### src/hw/rtl/kfsp_ram.sv
// ============================================================================
// Generic single-port-write RAM
// One write port and one read port; read data is registered.
// ============================================================================
module kfsp_ram #(
  parameter int WIDTH = 8,
  parameter int DEPTH = 256
) (
  input  logic                     clk_i,
  input  logic                     we_i,
  input  logic [$clog2(DEPTH)-1:0] waddr_i,
  input  logic [WIDTH-1:0]         wdata_i,
  input  logic [$clog2(DEPTH)-1:0] raddr_i,
  output logic [WIDTH-1:0]         rdata_o
);

  logic [WIDTH-1:0] mem [DEPTH];
  logic [WIDTH-1:0] rdata_q;

  // Write and registered read; a read at the written address returns old data.
  always_ff @(posedge clk_i) begin
    if (we_i) begin
      mem[waddr_i] <= wdata_i;
    end
    rdata_q <= mem[raddr_i];
  end

  assign rdata_o = rdata_q;

endmodule

### config.mk
export PLATFORM = sky130hd
export DESIGN_NAME = kfsp_ram
export DESIGN_NICKNAME = d
export VERILOG_FILES = /design/src/hw/rtl/kfsp_ram.sv
export SDC_FILE = /design/constraint.sdc
export NUM_CORES = 2
export LEC_CHECK = 0
export BUFFER_PORTS_ARGS = -buffer_cell sky130_fd_sc_hd__buf_2
export CORE_ASPECT_RATIO = 0.75
export CORE_MARGIN = 2
export CORE_UTILIZATION = 25
export CTS_CLUSTER_SIZE = 24
export DETAILED_ROUTE_END_ITERATION = 8
export GPL_ROUTABILITY_DRIVEN = 0
export PLACE_DENSITY = 0.47
export SLEW_MARGIN = 10
export SYNTH_ARGS = -nofsm -noshare
export SYNTH_HDL_FRONTEND = slang
export SYNTH_SLANG_ARGS = --single-unit
### constraint.sdc
create_clock -name clk_i -period 4.28 [get_ports clk_i]
set_clock_uncertainty 0.1 [all_clocks]
set_input_delay 0.428 -clock clk_i [delete_from_list [all_inputs] [get_ports clk_i]]
set_output_delay 0.428 -clock clk_i [all_outputs]
set_load 0.005 [all_outputs]
==> results.md <==
- Result of the run: complete, no violations
- Unrepaired setup endpoints after global routing: no
- Utilization of the core after routing: 29.38%
- Kind of start point of the critical path: primary input
- Part of the power in registers: 52.9%
- Drt first-iter violations: 5134
- Vertical die dimension: 492.5 µm
- Average cell area after synthesis: 21.31 µm²
- Maximum number of pins on one net before global-route repair: 128
- Number of synthesized flops with an enable pin: 2048
- Detail-routed net length per standard cell: 27.20 µm
- Synth Flop Type: sky130_fd_sc_hd__edfxtp_1
- Maximum number of buffers from clock root to sink: 4
- Total count of max-transition violations in the final report: 0
- Area of the core: 316900 µm²
- Ratio of total power to cell area: 451.3 nW/µm²
- Maximum fanout encountered on the critical timing path: 20
- Area of all sequential standard cells: 61660 µm²
- Final Power: 0.04202 W
- Number of nets in the final layout: 4092
- Die ar.: 322800 µm²
- Instance area at placement: 86740 µm²
- Clk sink count: 2056
- Cell internal power dissipation: 0.03286 W
- Number of nets in the synthesized netlist: 3759
- Initial antenna violation count: 31
- Final wirelength: 230600 µm
- Quantity of I/O buffers inserted on ports: 33
- Yosys synthesis warning count: 0
- Total congestion overflow: 0
- Switching Share: 21.79%
- Clock period minus worst slack: 3.558 ns
- Number of core rows: 179
- Worst ir drop on vdd: 0.2820 mV
- Die Width: 655.4 µm
- Overall track demand over capacity in global routing: 14.03%
- Switching power: 0.009157 W
- Detailed-route vias per instance: 4.685
- Distinct cells, synth: 55
- Post-synth ARST share: 0%
- Max Fclk: 281.1 MHz
- Total of max-cap violations: 0
- Post-route insts no fill: 8479
- Ports placed on the boundary: 34
- Commonest cells post-synth: sky130_fd_sc_hd__edfxtp_1 (2048), sky130_fd_sc_hd__mux4_2 (454), sky130_fd_sc_hd__nor2_1 (282)
- Fraction of final layout cells with drive strength greater than 1: 26.49%
- Critical path class: primary input to flip-flop
- Static leakage: 28.35 nW
- DRT antenna net count: 0
- Register area share after synthesis: 77.50%
- Clock network latency to the later pin of the worst-skew pair: 0.87 ns
- Proportion of netlist area held by the largest area contributor: 77.30%
- Post-synthesis instance area: 79560 µm²
- Endpoints failing hold: 0
- Clock network power share: 41.7%
- Wire length of the first global-routing pass: 319700 µm
- Placed Cells: 8115
- Remaining DRCs: 0
- Via count of the first global-routing pass: 39.47k
- Clock slew at reported path FFs: 0.07 ns
- Number of hold-repair buffers added at the cts stage: 3
- Combinational Power Share: 5.3%
- First-pass iteration count of the detailed router: 6
- Final setup violation count: 0
- Transition time of the tightest slew-check pin: 1.232 ns
- Yosys top cell by area: sky130_fd_sc_hd__edfxtp_1
- Arrival time at the worst endpoint: 4.16 ns
- Most used standard cell by instance count after synthesis: sky130_fd_sc_hd__edfxtp_1
- Area occupied by multi-input gates: 16530 µm²
- Clock tree from TritonCTS: yes
- Number of instances resized during post-cts repair: 0
- Leading post-synthesis cells by cell area: sky130_fd_sc_hd__edfxtp_1 (77%), sky130_fd_sc_hd__mux4_2 (13%), sky130_fd_sc_hd__mux2i_1 (1.7%)
- Starting density of the core: 25.10%
- Area delta synth->final: 17.02%
- Synthesized instance count: 3733
- Final critical-path share of the clock period: 83.13%
- Post-Route Setup TNS: 0 ns
- Depth of the CTS H-tree: 4
- Kind of end point of the critical path: flip-flop
- Synthesized flop and latch total: 2056
- Worst hold path class: primary input to flip-flop
- Placed wire-length estimate: 147900 µm
- Via count of the routed design: 39.73k
- Number of buffers inserted by post-CTS setup repair: 0
- Layout filler cell count: 30.87k
- WP data required: 4.88 ns
- Root Buffer: sky130_fd_sc_hd__clkbuf_16
- Number of buffers created by CTS: 197
- Final instance area: 93100 µm²
- Worst rel slew slack: 17.40%
==> logic make-up after synthesis <==
group,count (synthesis),share of synthesized area (%)
buf+inv,235,1.831
flops,2056,77.50
mux,591,14.62
simple gates,466,2.628
compound gates,385,3.419
==> power groups by stage <==
stage,Sequential (W),Clock [W],Combinational (W)
floorplan,0.0226,0,0.00108
global placement,0.0227,0,0.00224
detailed placement,0.0227,0,0.00225
CTS,0.0222,0.0180,0.00226
global route,0.0222,0.0187,0.00237
finish,0.0222,0.0175,0.00225
==> metrics by stage <==
stage / hold WS (ns) / setup slack, ns
2_1_floorplan: 0.4269 / 1.814
6_report: 0.02931 / 0.7222
5_1_grt: 0.03909 / 0.8388
3_5_place_dp: 0.7763 / 0.08599
4_1_cts: 0.006444 / 1.011
3_3_place_gp: 0.7858 / 0.02447
==> state kept, by name, indices dropped and copies added, names as in the netlist <==
name and flops:
rdata_o 8, mem 2048
==> path summary, 6_finish.rpt <==
| kind | from | endpoint | slack (ns) | cells past startpoint |
|---|---|---|---|---|
| setup / recovery | raddr_i[0] | rdata_o[3] | 0.72 | 9 |
| hold reg to reg | mem[144][3] | rdata_o[3] | 1.03 | 5 |
| hold / removal | wdata_i[4] | mem[224][4] | 0.03 | 1 |
| setup reg to reg | mem[27][3] | rdata_o[3] | 0.92 | 6 |
==> worst max-delay path: stages <==
cell and delay, ns:
sky130_fd_sc_hd__buf_8 0.27, sky130_fd_sc_hd__buf_12 0.24, sky130_fd_sc_hd__buf_4 0.31, sky130_fd_sc_hd__mux4_2 0.54
sky130_fd_sc_hd__a22o_1 0.24, sky130_fd_sc_hd__a221oi_1 0.67, sky130_fd_sc_hd__o221ai_1 0.31, sky130_fd_sc_hd__a211oi_1 1.01
sky130_fd_sc_hd__nor4_1 0.07
==> cells in the final DEF, fill, tap and decap left out, types with 8 or more instances in the layout <==
cell                        count
sky130_fd_sc_hd__nand2_1       33
sky130_fd_sc_hd__a211oi_1      16
sky130_fd_sc_hd__clkinv_2      33
sky130_fd_sc_hd__buf_2         21
sky130_fd_sc_hd__a221oi_1      13
sky130_fd_sc_hd__o22ai_1       28
sky130_fd_sc_hd__buf_12        38
sky130_fd_sc_hd__o21ai_0       10
sky130_fd_sc_hd__nor2_1       278
sky130_fd_sc_hd__a22o_1         8
sky130_fd_sc_hd__buf_4        293
sky130_fd_sc_hd__bufinv_16     22
sky130_fd_sc_hd__nand2b_1       8
sky130_fd_sc_hd__o221ai_1      46
sky130_fd_sc_hd__edfxtp_1    2048
sky130_fd_sc_hd__clkbuf_1      41
sky130_fd_sc_hd__nor3_1        22
sky130_fd_sc_hd__diode_2       13
sky130_fd_sc_hd__a22oi_1      133
sky130_fd_sc_hd__nor2b_1       28
sky130_fd_sc_hd__mux4_2       454
sky130_fd_sc_hd__o211ai_1      10
sky130_fd_sc_hd__mux2i_1      134
sky130_fd_sc_hd__nand4_1       10
sky130_fd_sc_hd__nand3_1       28
sky130_fd_sc_hd__clkbuf_16    200
sky130_fd_sc_hd__clkinv_1      35
sky130_fd_sc_hd__a21oi_1       96
sky130_fd_sc_hd__nor4_1        22
sky130_fd_sc_hd__dfxtp_1        8
sky130_fd_sc_hd__buf_8         10
==> routing by layer <==
layer / GRT usage [%] / wire length [µm] / vias up
met5: 0 / 29 / -
met4: 3.603 / 5392 / 4
met3: 4.379 / 22150 / 299
met2: 19.01 / 94480 / 1610
met1: 21.42 / 108600 / 21433
li1: - / - / 16380
==> cell type report <==
class	instances	share of cell area, %
inverters	2	0.008064
clock buffers	242	5.556
diodes	13	0.03494
clock inverters	104	1.189
multi-input cells	1442	17.76
well taps	4253	5.716
repair buffers	367	3.508
flip-flops and latches	2056	66.23
Note: power is estimated with default switching activity, not from simulation.
